**src/kers_pkg.sv**
```systemverilog
// ----------------------------------------------------------------------------
// kers_pkg
// Shared constants for the keypad edge/repeat scanner: register indexes,
// override flag bits and reset values of the delay registers.
// ----------------------------------------------------------------------------
package kers_pkg;

  localparam int unsigned CFG_INDEX_W = 3;

  // Register indexes on the configuration port
  localparam logic [CFG_INDEX_W-1:0] CFG_L_EQUALS_A     = 3'd0;
  localparam logic [CFG_INDEX_W-1:0] CFG_OVERRIDE_FLAGS = 3'd1;
  localparam logic [CFG_INDEX_W-1:0] CFG_FORCE_MASK     = 3'd2;
  localparam logic [CFG_INDEX_W-1:0] CFG_FORCE_COUNT    = 3'd3;
  localparam logic [CFG_INDEX_W-1:0] CFG_IGNORE_MASK    = 3'd4;
  localparam logic [CFG_INDEX_W-1:0] CFG_WATCH_MASK     = 3'd5;
  localparam logic [CFG_INDEX_W-1:0] CFG_START_DELAY    = 3'd6;
  localparam logic [CFG_INDEX_W-1:0] CFG_CONT_DELAY     = 3'd7;

  // Override flag bits
  localparam int unsigned FLAG_FORCE_BIT  = 0;
  localparam int unsigned FLAG_IGNORE_BIT = 1;

  // Counter width and delay reset values
  localparam int unsigned CNT_W = 8;
  localparam logic [CNT_W-1:0] START_DELAY_RESET = 8'd40;
  localparam logic [CNT_W-1:0] CONT_DELAY_RESET  = 8'd5;

endpackage

```
**src/kers_cfg.sv**
```systemverilog
// ----------------------------------------------------------------------------
// kers_cfg
// Configuration register file. Writes to unknown indexes are dropped.
// A write to the force count register loads the frame counter at that edge.
// ----------------------------------------------------------------------------
module kers_cfg
  import kers_pkg::*;
#(
  parameter int unsigned KEY_COUNT = 10,
  parameter int unsigned DATA_W    = 10
) (
  input  logic                   clk,
  input  logic                   rst,
  input  logic                   cfg_write,
  input  logic [CFG_INDEX_W-1:0] cfg_index,
  input  logic [DATA_W-1:0]      cfg_data,
  output logic                   l_equals_a,
  output logic [1:0]             override_flags,
  output logic [KEY_COUNT-1:0]   force_mask,
  output logic [CNT_W-1:0]       force_count,
  output logic                   force_load,
  output logic [KEY_COUNT-1:0]   ignore_mask,
  output logic [KEY_COUNT-1:0]   watch_mask,
  output logic [CNT_W-1:0]       start_delay,
  output logic [CNT_W-1:0]       cont_delay
);

  // force count is only ever used as the load value of the frame counter
  assign force_load  = cfg_write && (cfg_index == CFG_FORCE_COUNT);
  assign force_count = cfg_data[CNT_W-1:0];

  always_ff @(posedge clk) begin
    if (rst) begin
      l_equals_a     <= 1'b0;
      override_flags <= 2'b00;
      force_mask     <= '0;
      ignore_mask    <= '0;
      watch_mask     <= '0;
      start_delay    <= START_DELAY_RESET;
      cont_delay     <= CONT_DELAY_RESET;
    end else begin
      if (cfg_write) begin
        case (cfg_index)
          CFG_L_EQUALS_A:     l_equals_a     <= cfg_data[0];
          CFG_OVERRIDE_FLAGS: override_flags <= cfg_data[1:0];
          CFG_FORCE_MASK:     force_mask     <= cfg_data[KEY_COUNT-1:0];
          CFG_FORCE_COUNT:    ;  // loads the frame counter directly
          CFG_IGNORE_MASK:    ignore_mask    <= cfg_data[KEY_COUNT-1:0];
          CFG_WATCH_MASK:     watch_mask     <= cfg_data[KEY_COUNT-1:0];
          CFG_START_DELAY:    start_delay    <= cfg_data[CNT_W-1:0];
          CFG_CONT_DELAY:     cont_delay     <= cfg_data[CNT_W-1:0];
          default: ;
        endcase
      end
    end
  end

endmodule

```
**src/kers_core.sv**
```systemverilog
// ----------------------------------------------------------------------------
// kers_core
// Frame datapath: input register, override/edge/repeat logic, result register.
// Scanner state updates when a frame moves from the input to the result stage.
// ----------------------------------------------------------------------------
module kers_core
  import kers_pkg::*;
#(
  parameter int unsigned KEY_COUNT = 10
) (
  input  logic                 clk,
  input  logic                 rst,
  // settings
  input  logic                 l_equals_a,
  input  logic [1:0]           override_flags,
  input  logic [KEY_COUNT-1:0] force_mask,
  input  logic [CNT_W-1:0]     force_count,
  input  logic                 force_load,
  input  logic [KEY_COUNT-1:0] ignore_mask,
  input  logic [KEY_COUNT-1:0] watch_mask,
  input  logic [CNT_W-1:0]     start_delay,
  input  logic [CNT_W-1:0]     cont_delay,
  // input channel
  input  logic                 in_valid,
  output logic                 in_stall,
  input  logic [KEY_COUNT-1:0] raw_keys,
  input  logic                 watch_clear,
  // result channel
  output logic                 out_valid,
  input  logic                 out_stall,
  output logic [KEY_COUNT-1:0] held_keys,
  output logic [KEY_COUNT-1:0] new_keys,
  output logic [KEY_COUNT-1:0] new_or_repeat_keys,
  output logic                 watch_pressed
);

  localparam int unsigned BIT_A = 0;
  localparam int unsigned BIT_L = KEY_COUNT - 1;

  // input stage
  logic                 s1_valid;
  logic [KEY_COUNT-1:0] s1_raw;
  logic                 s1_clear;

  // scanner state
  logic [KEY_COUNT-1:0] previous_held;
  logic [CNT_W-1:0]     repeat_counter;
  logic [CNT_W-1:0]     force_remaining;
  logic                 watch_flag;

  logic                 advance;
  logic                 accept;

  logic [KEY_COUNT-1:0] sample;
  logic [KEY_COUNT-1:0] pressed;
  logic [KEY_COUNT-1:0] fresh;
  logic [KEY_COUNT-1:0] rep;
  logic [KEY_COUNT-1:0] held;
  logic [KEY_COUNT-1:0] newk;
  logic                 force_on;
  logic                 same;
  logic [CNT_W-1:0]     cnt_dec;
  logic [CNT_W-1:0]     repeat_counter_next;
  logic                 watch_flag_next;

  assign advance  = s1_valid && (!out_valid || !out_stall);
  assign in_stall = s1_valid && !advance;
  assign accept   = in_valid && !in_stall;

  always_comb begin
    force_on = override_flags[FLAG_FORCE_BIT] && (force_remaining != '0);
    sample   = s1_raw;
    if (force_on) begin
      sample = sample & ~force_mask;
    end
    if (override_flags[FLAG_IGNORE_BIT]) begin
      sample = sample | ignore_mask;
    end
    pressed = ~sample;
    fresh   = pressed & ~previous_held;
    rep     = fresh;
    same    = (pressed != '0) && (previous_held == pressed);
    cnt_dec = repeat_counter - 1'b1;
    if (same) begin
      if (cnt_dec == '0) begin
        rep                 = pressed;
        repeat_counter_next = cont_delay;
      end else begin
        repeat_counter_next = cnt_dec;
      end
    end else begin
      repeat_counter_next = start_delay;
    end
    held = pressed;
    newk = fresh;
    if (l_equals_a) begin
      if (newk[BIT_L]) begin
        newk[BIT_A] = 1'b1;
      end
      if (held[BIT_L]) begin
        held[BIT_A] = 1'b1;
      end
    end
    watch_flag_next = (watch_flag && !s1_clear) || ((newk & watch_mask) != '0);
  end

  always_ff @(posedge clk) begin
    if (rst) begin
      s1_valid        <= 1'b0;
      out_valid       <= 1'b0;
      previous_held   <= '0;
      repeat_counter  <= '0;
      force_remaining <= '0;
      watch_flag      <= 1'b0;
    end else begin
      if (accept) begin
        s1_valid <= 1'b1;
      end else if (advance) begin
        s1_valid <= 1'b0;
      end
      if (advance) begin
        out_valid <= 1'b1;
      end else if (!out_stall) begin
        out_valid <= 1'b0;
      end
      if (advance) begin
        previous_held  <= pressed;
        repeat_counter <= repeat_counter_next;
        watch_flag     <= watch_flag_next;
      end
      if (force_load) begin
        force_remaining <= force_count;
      end else if (advance && force_on) begin
        force_remaining <= force_remaining - 1'b1;
      end
    end
  end

  // payload registers
  always_ff @(posedge clk) begin
    if (accept) begin
      s1_raw   <= raw_keys;
      s1_clear <= watch_clear;
    end
    if (advance) begin
      held_keys          <= held;
      new_keys           <= newk;
      new_or_repeat_keys <= rep;
      watch_pressed      <= watch_flag_next;
    end
  end

endmodule

```
**src/keypad_edge_repeat_scanner.sv**
```systemverilog
// ----------------------------------------------------------------------------
// keypad_edge_repeat_scanner
// Result path: a transfer loads the input reg, an advance the result reg.
// Throughput: one frame per cycle unless out_stall holds a full result reg;
// per-frame loops: 8-bit repeat counter, previous-held compare, force counter, watch flag.
// Reset (rst, synchronous): settings return to defaults (delays 40 and 5),
// key history, repeat/force counters and watch flag clear, both stages empty.
// ----------------------------------------------------------------------------
module keypad_edge_repeat_scanner
  import kers_pkg::*;
#(
  // number of keys; the top key acts as L, bit 0 as A
  parameter int unsigned KEY_COUNT = 10
) (
  input  logic                    clk,
  input  logic                    rst,
  // configuration write port, data as wide as the widest register
  input  logic                    cfg_write,
  input  logic [CFG_INDEX_W-1:0]  cfg_index,
  input  logic [((KEY_COUNT > CNT_W) ? KEY_COUNT : CNT_W)-1:0] cfg_data,
  // frame sample channel
  input  logic                    in_valid,
  output logic                    in_stall,
  input  logic [KEY_COUNT-1:0]    raw_keys,
  input  logic                    watch_clear,
  // result channel
  output logic                    out_valid,
  input  logic                    out_stall,
  output logic [KEY_COUNT-1:0]    held_keys,
  output logic [KEY_COUNT-1:0]    new_keys,
  output logic [KEY_COUNT-1:0]    new_or_repeat_keys,
  output logic                    watch_pressed
);

  localparam int unsigned DATA_W = (KEY_COUNT > CNT_W) ? KEY_COUNT : CNT_W;

  // settings from the register file
  logic                 l_equals_a;
  logic [1:0]           override_flags;
  logic [KEY_COUNT-1:0] force_mask;
  logic [CNT_W-1:0]     force_count;
  logic                 force_load;   // high during a force count write
  logic [KEY_COUNT-1:0] ignore_mask;
  logic [KEY_COUNT-1:0] watch_mask;
  logic [CNT_W-1:0]     start_delay;
  logic [CNT_W-1:0]     cont_delay;

  kers_cfg #(
    .KEY_COUNT (KEY_COUNT),
    .DATA_W    (DATA_W)
  ) u_cfg (
    .clk            (clk),
    .rst            (rst),
    .cfg_write      (cfg_write),
    .cfg_index      (cfg_index),
    .cfg_data       (cfg_data),
    .l_equals_a     (l_equals_a),
    .override_flags (override_flags),
    .force_mask     (force_mask),
    .force_count    (force_count),
    .force_load     (force_load),
    .ignore_mask    (ignore_mask),
    .watch_mask     (watch_mask),
    .start_delay    (start_delay),
    .cont_delay     (cont_delay)
  );

  // Datapath: a frame is registered on transfer, then evaluated against the
  // key history and moved into the result register; the stall toward the
  // source only rises when both stages hold a frame and the sink stalls.
  kers_core #(
    .KEY_COUNT (KEY_COUNT)
  ) u_core (
    .clk                (clk),
    .rst                (rst),
    .l_equals_a         (l_equals_a),
    .override_flags     (override_flags),
    .force_mask         (force_mask),
    .force_count        (force_count),
    .force_load         (force_load),
    .ignore_mask        (ignore_mask),
    .watch_mask         (watch_mask),
    .start_delay        (start_delay),
    .cont_delay         (cont_delay),
    .in_valid           (in_valid),
    .in_stall           (in_stall),
    .raw_keys           (raw_keys),
    .watch_clear        (watch_clear),
    .out_valid          (out_valid),
    .out_stall          (out_stall),
    .held_keys          (held_keys),
    .new_keys           (new_keys),
    .new_or_repeat_keys (new_or_repeat_keys),
    .watch_pressed      (watch_pressed)
  );

endmodule
```
**config.mk**
```make
export PLATFORM = sky130hd
export DESIGN_NAME = keypad_edge_repeat_scanner
export DESIGN_NICKNAME = d
export VERILOG_FILES = /design/src/kers_pkg.sv /design/src/kers_cfg.sv /design/src/kers_core.sv /design/src/keypad_edge_repeat_scanner.sv
export SDC_FILE = /design/constraint.sdc
export NUM_CORES = 1
export LEC_CHECK = 0
export BUFFER_PORTS_ARGS = -buffer_cell sky130_fd_sc_hd__buf_2
export CAP_MARGIN = 10
export CORE_ASPECT_RATIO = 0.5
export CORE_MARGIN = 3
export CORE_UTILIZATION = 45
export CTS_CLUSTER_SIZE = 10
export DETAILED_ROUTE_END_ITERATION = 10
export PLACE_DENSITY = 0.69
export RECOVER_POWER = 100
export SYNTH_ARGS = -nofsm -noshare
export SYNTH_HDL_FRONTEND = slang
export SYNTH_HIERARCHICAL = 1
export SYNTH_SLANG_ARGS = --single-unit
```
**constraint.sdc**
```tcl
create_clock -name clk -period 6.8 [get_ports clk]
set_clock_uncertainty 0.15 [all_clocks]
set_input_delay 0.34 -clock clk [delete_from_list [all_inputs] [get_ports clk]]
set_output_delay 0.34 -clock clk [all_outputs]
set_load 0.03 [all_outputs]
```
* Word-level counts from Yosys, hierarchy flattened
Index checks and enable logic that the tools add are counted.
Word-level totals: output and inout bits 33, flip-flop bits (word level) 120, word-level logic and storage cells 82, bits of input ports 29
Cells by class: reduce and logical (&&, ||, !) cells 29, $add $sub $neg 2, bitwise operators 7, eq/ne operators 9, muxes and demuxes 16
Operator list (number):
- 10-bit two-way mux | 4
- 8-bit two-way mux | 4
- 10-bit bitwise AND | 3
- 10-bit inverter | 3
- 10-bit nonzero test | 2
- 8-bit by 1-bit subtractor with 8-bit output, second input constant | 2
- 2-bit AND reduction | 7
- 3-bit equality test, second input constant | 4
- 10-bit equality test | 1
- 10-bit bitwise OR | 1
- 1-bit logical AND | 8
- 8-bit logical NOT | 1
- 1-bit two-way mux | 8
- 8-bit nonzero test | 1
- 3-bit by 2-bit equality test with 1-bit output, second input constant | 2
- 1-bit logical NOT | 5
- 2-bit nonzero test | 2
- 3-bit by 1-bit equality test with 1-bit output, second input constant | 1
- 3-bit logical NOT | 1
- 1-bit logical OR | 2
- 2-bit by 1-bit != test with 1-bit output, second input constant | 1

* Depth between registers and ports, before layout
Gate-level depths: netlist (run 1).
word-level depth 12, mapped depth 11

* Modules after synthesis
Netlist (run 1), hierarchy kept.
Modules (own cells, without submodules):
- kers_core | cells an instance 323, seq. area each 1841.8 um2, area an instance 3412.0 um2, times used 1
- kers_cfg | cells an instance 195, seq. area each 980.9 um2, area an instance 2154.6 um2, times used 1

* Least setup slack after synthesis (run 1)
Ideal clock, no wire load.
kind register -> register, start point reg u_core.force_remaining[2], end point reg u_core.new_or_repeat_keys[0] (data pin), cell stages (with the launch flop) 8, data arrival time 2.633 ns, slack 3.757 ns, setup time 0.260 ns, path buffers 1, path through dfxtp_1 > nor4_4 > nand3_4 > a41o_1 > or4_4 > o311ai_1 > buf_4 > mux2_2
On the way: word-level cells in the longest chain between the ends 9, elaborated cells between the ends (all ways) 12, classes of those cells eq/ne: 1; mux: 4; bitwise: 3; reduce/logical: 4
RTL lines:
- from (decl) | line kers_core.sv:48 | logic [CNT_W-1:0] force_remaining;
- from (signal assigned) | line kers_core.sv:132 | force_remaining <= force_count;
- from (signal assigned) | line kers_core.sv:134 | force_remaining <= force_remaining - 1'b1;
- 8-bit nonzero test * | line kers_core.sv:71 | force_on = override_flags[FLAG_FORCE_BIT] && (force_remaining != '0);
- 1-bit logical AND * | line kers_core.sv:71
- 10-bit two-way mux * | line kers_core.sv:73 | if (force_on) begin
- 10-bit bitwise OR | line kers_core.sv:77 | sample = sample | ignore_mask;
- 10-bit two-way mux * | line kers_core.sv:76 | if (override_flags[FLAG_IGNORE_BIT]) begin
- 10-bit inverter * | line kers_core.sv:79 | pressed = ~sample;
- via u_core.held[9] | line kers_core.sv:58 | logic [KEY_COUNT-1:0] held;
- 10-bit equality test or 10-bit nonzero test (tied branches) | line kers_core.sv:82 | same = (pressed != '0) && (previous_held == pressed);
- 1-bit logical AND * | line kers_core.sv:82
- 10-bit two-way mux * | line kers_core.sv:84 | if (same) begin
- via u_core.rep[0] | line kers_core.sv:57 | logic [KEY_COUNT-1:0] rep;
- to (signal assigned) | line kers_core.sv:148 | new_or_repeat_keys <= rep;
- to (decl) | line kers_core.sv:33 | output logic [KEY_COUNT-1:0] new_or_repeat_keys,
Mark *: on every way through the listed nets, which the timed path passes. The rest lies on a longest branch. A chain may end at the register's enable or synchronous reset.

* Worst setup path after layout (run 1)
Ends and elaborated chain as after synthesis.

==> impl_metrics.csv, run 1 <==
group,metric,value,unit
run_status,status,"finished, violations left",
run_status,violations,"max-capacitance violations, max-slew violations",
cts,htreeDepth,4,
detailed_routing,drt-total-wl,12700,um
cells_and_area,fin_util,54.8,%
sta,slew_viol_final,132,
cts,cts_resized,0,
placement,dpl.hpwl,8810,um
synth,synth_top_area_cell,"dfxtp_1",
detailed_routing,drc,0,
synth,synth_cell_types,62,
cts,clockBufferDepth,2,
cts,cts_sinks,120,
power,powerDensity,283,nW/um^2
power,leakage,2.55,nW
cells_and_area,nFillCells,1071,
cts,post-cts-setup-buffer-count,0,
placement,dpl_cell_area,5900,um^2
global_route,grtUsageTotal,19.0,%
job,drv_cap,2,
synth,async_reset_ff_share,0,%
cells_and_area,diodes,0,
sta,slew-limit-headroom,-115,%
cells_and_area,final_nets,618,
synth,yosysSeqAreaShare,50.7,%
placement,io_buffers,61,
sta,rsz0062_at_grt,"no",
synth,synth_edf_count,42,
detailed_routing,ant_nets,0,
cts,tritoncts,"built",
floorplan,die_height,84.6,um
synth,synth_common_cells,"dfxtp_1, nand2b_1, mux2i_1",
detailed_routing,routed_via_density,5.31,
detailed_routing,drt-initial-drc-count,306,
cts,ctsHoldBuffers,11,
floorplan,io_pins,62,
detailed_routing,wl_per_cell,16.8,um
sta,finalHoldWorstSlack,0.0102,ns
sta,min_period,4.11,ns
cells_and_area,final_cells,754,
floorplan,core,11900,um^2
cts,clkTransAtPathRegs,0.05,ns
critical_path,crit_required,6.81,ns
cts,cts_made_buffers,17,
synth,synth_top_area_share,28.1,%
synth,yosys_warnings,6,
placement,dp_worst_setup_slack,3.00,ns
critical_path,worst_setup_path_start_kind,"flop",
cts,root_buffer,"clkbuf_16",
placement,place_inst,711,
cells_and_area,area_growth,17.5,%
global_route,antenna_found_initial,1,
global_route,grt.overflow.total,0,
global_route,grt_max_degree,94,
sta,finalCritPeriodShare,60.5,%
sta,max_freq,0.243,GHz
synth,synth_area,5570,um^2
sta,tightest_slew,3.23,ns
synth,synth.top_cells.by_area,"dfxtp_1, edfxtp_1, mux2i_1",
synth,ys.flop_type,"dfxtp_1",
sta,layout_setup_ws,2.69,ns
critical_path,critPathArrivalTime,4.12,ns
global_route,first_global_vias,3750,
sta,hold_viol_final,0,
power,p_total,1.85,mW
cts,clkLatencyLatePin,0.41,ns
floorplan,die_x,163,um
detailed_routing,vias,4003,
placement,gp_congestion,0.844,
floorplan,fp-row-count,28,
synth,synth_most_common_cell,"dfxtp_1",
synth,synth_nets,560,
cells_and_area,fin_area,6540,um^2
cells_and_area,layout-drive-gt1-share,13.9,%
sta,setup_viol,0,
min_path,hold_path.class,"primary input to flop",
sta,final.setup.tns,0,ns
floorplan,dieArea,13800,um^2
critical_path,end_kind,"flop",
power,ir_drop,0.000136,V
critical_path,path_max_fanout,11,
critical_path,crit_type,"flop to flop",
synth,synth_seq_cells,120,
synth,netlist_instances,518,
global_route,grt_pass1_wl,20100,um
floorplan,start_util,46.6,%
synth,syn_area_per_cell,10.7,um^2
detailed_routing,firstDrtPassIters,5,
logic make-up (layout without fill, tap and decap cells):
family	count (synthesis)	after routing	share of synthesized area (%)
and+or+nand+nor	183	183	19.0
DFF	120	120	50.7
AOI/OAI and AO/OA	75	75	9.46
muxes	60	60	11.0
buffers and inverters	56	127	5.15
adders and majority gates	13	13	2.92
xor gates and xnor gates	11	11	1.73
critical path, stage by stage (launching register included):
cell	delay (ns)
dfxtp_1	0.35
nor4_1	0.78
nand3_4	0.24
a41o_1	0.40
or4_4	0.59
o311ai_2	0.92
mux2_2	0.42
area by class of cell:
class	instances	area (um^2)	area share, %
clock buffer	22	485	7.42
clock inverter	10	119	1.82
inverter	20	75.1	1.15
multi-input combinational	342	2450	37.4
sequential	120	2820	43.1
tap	165	206	3.16
timing repair buffer	75	384	5.87
flip-flops by register name, summed over array words and instances, names as in the netlist:
register and cells:
u_core/repeat_counter 8, u_cfg/l_equals_a 1, u_core/s1_clear 1, u_core/out_valid 1
u_cfg/ignore_mask 10, u_core/new_or_repeat_keys 10, u_core/watch_flag 1, u_core/s1_valid 1
u_core/watch_pressed 1, u_core/force_remaining 8, u_core/previous_held 10, u_cfg/cont_delay 8
u_core/s1_raw 10, u_core/new_keys 10, u_cfg/override_flags 2, u_core/held_keys 10
u_cfg/force_mask 10, u_cfg/start_delay 8, u_cfg/watch_mask 10
path summary, 6_finish.rpt:
check                            startpoint                      endpoint  slack, ns  cells past startpoint
setup / recovery  u_core/force_remaining[2]  u_core/new_or_repeat_keys[0]       2.69                      6
hold / removal                     in_valid               u_core/s1_valid       0.01                      3
hold reg to reg     u_core/previous_held[0]       u_core/previous_held[0]       0.30                      2
setup reg to reg  u_core/force_remaining[2]  u_core/new_or_repeat_keys[0]       2.69                      6
cells in the final DEF, fill, tap and decap left out, types with 3 or more instances in the layout:
cell type	n
dfxtp_1	78
nand2b_1	55
mux2i_1	50
nand2_1	42
edfxtp_1	42
clkbuf_1	39
nor2_1	33
a21oi_1	27
buf_2	26
inv_1	20
clkbuf_16	18
ha_1	13
dlygate4sd3_1	11
nor3_1	10
mux2_2	10
a211oi_1	9
a41o_1	8
xnor2_1	8
nand3_1	6
o21ai_0	4
nor4_1	4
nor2b_1	4
clkinv_4	3
clkinvlp_4	3
nand4bb_1	3
a221oi_1	3
a22oi_1	3
nand4_1	3
or3_1	3
xor2_1	3
o41ai_1	3
a32oi_1	3
power by group:
group	switching, mW	total (mW)	internal [mW]
combinational	0.104	0.165	0.0611
sequential	0.0159	0.790	0.774
clock	0.319	0.899	0.580
routing by layer:
layer | part of all wire [%] | global-route usage, % | vias to the layer above
met5 | 0.055 | 0 | -
met1 | 50 | 27.9 | 1907
met4 | 1.5 | 6.22 | 2
met2 | 41 | 26.8 | 104
met3 | 7.0 | 5.37 | 16
li1 | - | - | 1974
Note: power is estimated with default switching activity, not from simulation.
==> run 2, diff against run 1 <==
--- a/config.mk
+++ b/config.mk
@@ -5,6 +5,7 @@
 export SDC_FILE = /design/constraint.sdc
 export NUM_CORES = 1
 export LEC_CHECK = 0
+export ABC_AREA = 1
 export BUFFER_PORTS_ARGS = -buffer_cell sky130_fd_sc_hd__buf_2
 export CAP_MARGIN = 10
 export CORE_ASPECT_RATIO = 0.5
==> constraint.sdc (replaced) <==
create_clock -name clk -period 4.03 [get_ports clk]
set_clock_uncertainty 0.15 [all_clocks]
set_input_delay 0.2015 -clock clk [delete_from_list [all_inputs] [get_ports clk]]
set_output_delay 0.2015 -clock clk [all_outputs]
set_load 0.03 [all_outputs]
==> impl_metrics.csv, run 2 <==
group,metric,value,unit
detailed_routing,vias,4855,
run_status,status,"finished clean",
synth,synth_cell_types,36,
detailed_routing,drt-initial-drc-count,422,
critical_path,crit_type,"flop to flop",
synth,synth_edf_count,42,
cts,root_buffer,"clkbuf_16",
cells_and_area,layout_common_cells,"nand2_1, nor2_1, inv_1, dfxtp_1, nand3_1",
detailed_routing,drt-total-wl,13700,um
placement,dp_worst_setup_slack,0.611,ns
detailed_routing,wl_per_cell,14.1,um
detailed_routing,routed_via_density,4.99,
synth,synth_nets,765,
critical_path,end_kind,"flop",
cells_and_area,diodes,0,
floorplan,io_pins,62,
cts,cts_sinks,120,
cells_and_area,seqCellArea,2820,um^2
synth,synth_top_area_cell,"dfxtp_1",
global_route,grt.overflow.total,0,
cts,clockBufferDepth,2,
synth,synth_top_area_share,27.2,%
critical_path,cpPeakStageDelay,0.47,ns
critical_path,r2r-end,"u_core/new_or_repeat_keys[7]",
synth,synth.top_cells.by_area,"dfxtp_1, edfxtp_1, nand2_1",
sta,tightest_slew,1.25,ns
placement,dpl_cell_area,6060,um^2
sta,setup_viol,0,
cts,htreeDepth,4,
floorplan,core,12100,um^2
critical_path,critPathArrivalTime,3.61,ns
sta,finalHoldWorstSlack,0.0257,ns
placement,gp_congestion,0.919,
synth,async_reset_ff_share,0,%
sta,layout_setup_ws,0.410,ns
cells_and_area,final_nets,836,
cts,cts_made_buffers,17,
global_route,grtUsageTotal,20.4,%
cts,tritoncts,"built",
global_route,antenna_found_initial,0,
sta,slew_viol_final,0,
sta,min_period,3.62,ns
critical_path,ff2ff_setup_slack,0.41,ns
synth,yosys_warnings,6,
floorplan,die_x,166,um
synth,synth_area,5730,um^2
critical_path,r2r_start,"u_core/force_remaining[0]",
cells_and_area,final_cells,972,
floorplan,die_height,85.8,um
sta,rsz0062_at_grt,"no",
cts,post-cts-setup-buffer-count,0,
critical_path,worst_setup_path_start_kind,"flop",
cells_and_area,fin_area,6800,um^2
min_path,worstHoldPathCells,5,
floorplan,start_util,47.3,%
min_path,hold_path.startpoint,"cfg_data[8]",
global_route,grt_pass1_wl,22600,um
floorplan,fp-row-count,28,
power,pwr-share-clk,48.4,%
detailed_routing,firstDrtPassIters,5,
detailed_routing,drc,0,
sta,max_freq,0.276,GHz
power,p_int,2.41,mW
sta,slew-limit-headroom,16.7,%
placement,place_inst,920,
placement,dpl.hpwl,9670,um
synth,syn_area_per_cell,7.93,um^2
critical_path,reg2reg_depth,15,
floorplan,dieArea,14200,um^2
power,ir_drop,0.000248,V
synth,yosysSeqAreaShare,49.3,%
critical_path,crit_required,4.02,ns
power,leakage,2.99,nW
power,p_sw,842,uW
sta,final.setup.tns,0,ns
power,swShare,25.9,%
critical_path,crit_chain,"inv_1 -> ha_1 -> inv_1 -> nor3_2 -> nand2_1 -> nand3_1 -> nand3_1 -> inv_1 -> ha_1 -> nand4_1 -> nor2_1 -> and3_1 -> nand3_4 -> nor2_1 -> a21oi_1",
critical_path,cp_common_cell,"inv_1",
sta,finalCritPeriodShare,89.8,%
power,combPwrFrac,10.2,%
min_path,hold_path.class,"primary input to flop",
synth,netlist_instances,723,
power,powerDensity,478,nW/um^2
cells_and_area,layout-drive-gt1-share,12.4,%
critical_path,path_max_fanout,20,
placement,io_buffers,61,
job,drv_cap,0,
cells_and_area,nFillCells,1159,
synth,synth_most_common_cell,"nand2_1",
cts,clkLatencyLatePin,0.41,ns
power,pwr-share-seq,41.4,%
cells_and_area,final_common_cell,"nand2_1",
detailed_routing,ant_nets,0,
critical_path,cp_slowest_cell,"and3_1",
cells_and_area,area_growth,18.7,%
global_route,grt_max_degree,63,
cts,clkTransAtPathRegs,0.06,ns
synth,synth_seq_cells,120,
cells_and_area,multi_input_area,2310,um^2
sta,hold_viol_final,0,
synth,ys.flop_type,"dfxtp_1",
global_route,first_global_vias,4626,
synth,synth_common_cells,"nand2_1, nor2_1, inv_1",
min_path,hold_end,"u_cfg/force_mask[8]",
[run 2: cell count changes after synthesis, sizes merged, moves of 13 or more]
cell    before  now
nand2b      55    0
mux2i       50    0
a21oi       27   40
o21ai        4   22
nor2        33  132
nand3        7   81
inv         20  100
nand2       42  160
[run 2: worst max path at each step]
| stage | depth (start not counted) | slack (ns) | to | start |
|---|---|---|---|---|
| 2_1_floorplan | 19 | 1.30 | u_core/new_or_repeat_keys[4] | u_core/force_remaining[0] |
| 3_3_place_gp | 15 | 0.72 | u_core/new_or_repeat_keys[6] | u_core/force_remaining[0] |
| 3_5_place_dp | 15 | 0.61 | u_core/new_or_repeat_keys[7] | u_core/force_remaining[0] |
| 4_1_cts | 15 | 0.60 | u_core/new_or_repeat_keys[2] | u_core/force_remaining[0] |
| 5_1_grt | 17 | 0.22 | u_core/repeat_counter[0] | u_core/force_remaining[0] |
| 6_report | 15 | 0.41 | u_core/new_or_repeat_keys[7] | u_core/force_remaining[0] |
[run 2: per-layer routing]
metal | vias up | wire length [um] | share of wire (%) | GRT usage, %
li1 | 2439 | - | - | -
met1 | 2229 | 6540 | 48 | 28.4
met2 | 167 | 5960 | 44 | 31.5
met3 | 20 | 950 | 7.0 | 4.39
met4 | 0 | 211 | 1.5 | 7.25
met5 | - | 0 | 0 | 0
[run 2: cells by family after synthesis]
kind of cell	count (synthesis)	synth area share, %
xor gates and xnor gates	7	1.07
adders and majority gates	13	2.84
DFF	120	49.3
buffers and inverters	131	10.1
and+or+nand+nor	381	29.4
AOI/OAI and AO/OA	71	7.34
[run 2: per-stage QoR]
stage               total power [mW]  utilization, %
detailed placement              1.69            50.0
CTS                             3.27            56.8
finish                          3.25            56.1
global route                    3.38            56.1
global placement                1.68            50.0
floorplan                       1.60               -
[run 2: power by group through the flow]
stage          registers (mW)  logic (mW)  clock network (mW)
6_report                 1.35       0.333                1.57
5_1_grt                  1.35       0.372                1.66
2_1_floorplan            1.40       0.207                   0
3_3_place_gp             1.37       0.314                   0
3_5_place_dp             1.37       0.320                   0
4_1_cts                  1.34       0.338                1.59
[run 2: area by class of cell]
class                           instances  share of cell area [%]
Clock inverter                         15                    2.82
Multi-Input combinational cell        472                    33.9
Clock buffer                           17                    6.26
Sequential cell                       120                    41.5
Timing Repair Buffer                   83                    6.94
Inverter                              100                    5.52
Tap cell                              165                    3.04
[run 2: timing repair]
item | 4_1_cts | 5_1_grt
setup endpoints to repair | 0 | 0
gates resized for setup | 0 | 0
hold endpoints to repair | 22 | 0
hold buffers | 20 | 0
[run 2: critical path: cells and delay by family, from the launching register on]
| family | cells | cell delay, ns |
|---|---|---|
| DFF | 1 | 0.33 |
| AOI/OAI and AO/OA | 1 | 0.08 |
| buffers and inverters | 3 | 0.27 |
| and+or+nand+nor | 9 | 2.00 |
| adders and majority gates | 2 | 0.53 |
==> run 3, diff against run 2 <==
--- a/config.mk
+++ b/config.mk
@@ -8,14 +8,15 @@
 export ABC_AREA = 1
 export BUFFER_PORTS_ARGS = -buffer_cell sky130_fd_sc_hd__buf_2
 export CAP_MARGIN = 10
+export CELL_PAD_IN_SITES_DETAIL_PLACEMENT = 1
+export CELL_PAD_IN_SITES_GLOBAL_PLACEMENT = 1
 export CORE_ASPECT_RATIO = 0.5
 export CORE_MARGIN = 3
-export CORE_UTILIZATION = 45
+export CORE_UTILIZATION = 44
 export CTS_CLUSTER_SIZE = 10
 export DETAILED_ROUTE_END_ITERATION = 10
-export PLACE_DENSITY = 0.69
+export PLACE_DENSITY = 0.85
 export RECOVER_POWER = 100
 export SYNTH_ARGS = -nofsm -noshare
 export SYNTH_HDL_FRONTEND = slang
-export SYNTH_HIERARCHICAL = 1
 export SYNTH_SLANG_ARGS = --single-unit
==> impl_metrics.csv, run 3 <==
group,metric,value,unit
sta,slew-limit-headroom,8.14,%
power,p_int,2.39,mW
power,combPwrFrac,9.7,%
global_route,grtUsageTotal,27.2,%
job,drv_cap,0,
detailed_routing,firstDrtPassIters,5,
cells_and_area,diodes,0,
power,pwr-share-clk,49.2,%
cts,clockBufferDepth,2,
detailed_routing,drt-initial-drc-count,402,
sta,setup_viol,0,
power,ir_drop,0.000391,V
detailed_routing,routed_via_density,5.56,
cts,htreeDepth,4,
synth,synth_top_area_share,29.0,%
sta,min_period,3.69,ns
synth,yosysSeqAreaShare,52.5,%
power,powerDensity,504,nW/um^2
synth,netlist_instances,633,
cells_and_area,area_growth,20.7,%
critical_path,crit_type,"flop to flop",
sta,rsz0062_at_grt,"no",
sta,finalCritPeriodShare,91.6,%
synth,synth_seq_cells,120,
synth,syn_area_per_cell,8.50,um^2
critical_path,crit_required,4.06,ns
detailed_routing,vias,4936,
synth,synth_edf_count,42,
synth,synth_most_common_cell,"inv_1",
sta,max_freq,0.271,GHz
sta,hold_viol_final,0,
cts,clkTransAtPathRegs,0.07,ns
critical_path,critPathArrivalTime,3.71,ns
global_route,grt_max_degree,63,
cts,post-cts-setup-buffer-count,0,
min_path,hold_path.class,"primary input to flop",
synth,async_reset_ff_share,0,%
floorplan,fp-row-count,27,
placement,io_buffers,61,
critical_path,end_kind,"flop",
cts,cts_sinks,120,
global_route,grt_pass1_wl,28600,um
synth,synth.top_cells.by_area,"dfxtp_1, edfxtp_1, inv_1",
synth,ys.flop_type,"dfxtp_1",
run_status,status,"finished clean",
synth,synth_common_cells,"inv_1, nand2_1, dfxtp_1",
synth,synth_cell_types,37,
synth,synth_nets,675,
sta,tightest_slew,1.38,ns
detailed_routing,drt-total-wl,18100,um
floorplan,die_x,162,um
sta,final.setup.tns,0,ns
cells_and_area,final_nets,757,
cells_and_area,final_common_cell,"nand2_1",
critical_path,worst_setup_path_start_kind,"flop",
floorplan,start_util,47.0,%
global_route,first_global_vias,5280,
power,swShare,26.9,%
cells_and_area,nFillCells,1393,
cts,tritoncts,"built",
cells_and_area,layout-drive-gt1-share,11.7,%
floorplan,die_height,84.2,um
placement,dpl.hpwl,10800,um
critical_path,path_max_fanout,20,
global_route,antenna_found_initial,0,
cts,cts_resized,0,
synth,synth_area,5380,um^2
detailed_routing,drc,0,
power,leakage,2.74,nW
floorplan,io_pins,62,
synth,synth_top_area_cell,"dfxtp_1",
power,pwr-share-seq,41.1,%
floorplan,core,11500,um^2
floorplan,dieArea,13700,um^2
cts,cts_made_buffers,17,
power,p_sw,880,uW
detailed_routing,wl_per_cell,20.4,um
sta,slew_viol_final,0,
global_route,grt.overflow.total,0,
cts,clkLatencyLatePin,0.42,ns
power,p_total,3.27,mW
cts,root_buffer,"clkbuf_16",
synth,yosys_warnings,0,
cells_and_area,layout_common_cells,"nand2_1, inv_1, nor2_1, dfxtp_1, o21ai_0",
detailed_routing,ant_nets,0,
placement,gp_congestion,0.893,
[run 3: path summary, 6_finish.rpt]
kind / startpoint / end / slack, ns / cells after the start
worst max-delay path: u_core.force_remaining[0] / u_core.new_or_repeat_keys[1] / 0.34 / 16
worst min register to register: u_cfg.cont_delay[1] / u_cfg.cont_delay[1] / 0.31 / 2
worst min-delay path: cfg_data[3] / u_cfg.watch_mask[3] / 0.01 / 3
worst max register to register: u_core.force_remaining[0] / u_core.new_or_repeat_keys[1] / 0.34 / 16
[run 3: stage by stage]
stage	cell area (um^2)	std cells	setup WS, ns	util (%)	hold WS (ns)
after floorplan	5380	633	1.31	-	0.150
after global placement	5810	836	0.685	50.7	0.228
after detailed placement	5810	836	0.489	50.7	0.230
after CTS	6620	887	0.402	57.8	0.00710
after global routing	6490	887	0.0811	56.7	0.0107
final	6490	887	0.340	56.7	0.0106
[run 3: power by group through the flow]
stage          Clock (mW)  Sequential (mW)  Combinational, mW
2_1_floorplan           0             1.39              0.161
3_3_place_gp            0             1.36              0.280
3_5_place_dp            0             1.37              0.295
4_1_cts              1.60             1.34              0.317
5_1_grt              1.68             1.35              0.346
6_report             1.61             1.35              0.317
[run 3: layer usage]
| layer | GRT usage, % | wire length [um] | share of wire (%) | up-vias |
|---|---|---|---|---|
| met5 | 0 | 0 | 0 | - |
| met4 | 12.5 | 611 | 3.4 | 0 |
| met3 | 5.47 | 966 | 5.3 | 59 |
| met2 | 47.7 | 8780 | 48 | 195 |
| met1 | 32.5 | 7750 | 43 | 2447 |
| li1 | - | - | - | 2235 |
[run 3: layout make-up]
class	instances	area [um^2]	share of cell area [%]
timing repair buffer	83	469	7.23
clock inverter	15	189	2.91
sequential	120	2820	43.5
clock buffer	17	425	6.55
tap	159	199	3.06
inverter	99	372	5.72
multi-input combinational	394	2010	31.0
[run 3: kinds of logic after synthesis]
group | synth area share (%)
flip-flops | 52.5
buffers and inverters | 8.79
AND/OR/NAND/NOR | 19.8
AO/OA/AOI/OAI | 14.6
adder cells (fa/ha/maj) | 3.02
XOR/XNOR | 1.30
[run 3: timing repair]
item                                   CTS  global route
endpoints found under the hold margin   24             0
hold buffers                            19             0
setup endpoints to repair                0             0
[run 3: critical path, stage by stage, from the launching register on]
cell and delay, ns:
dfxtp_1 0.33, inv_1 0.11, ha_1 0.24, inv_1 0.10
nor3_4 0.17, nand2_4 0.14, nand3_1 0.10, nand2_1 0.07
nand2_1 0.13, inv_1 0.10, ha_1 0.31, nand4_1 0.17
nor2_1 0.14, and3_1 0.50, nand3_4 0.34, nor2_1 0.28
a21oi_2 0.05
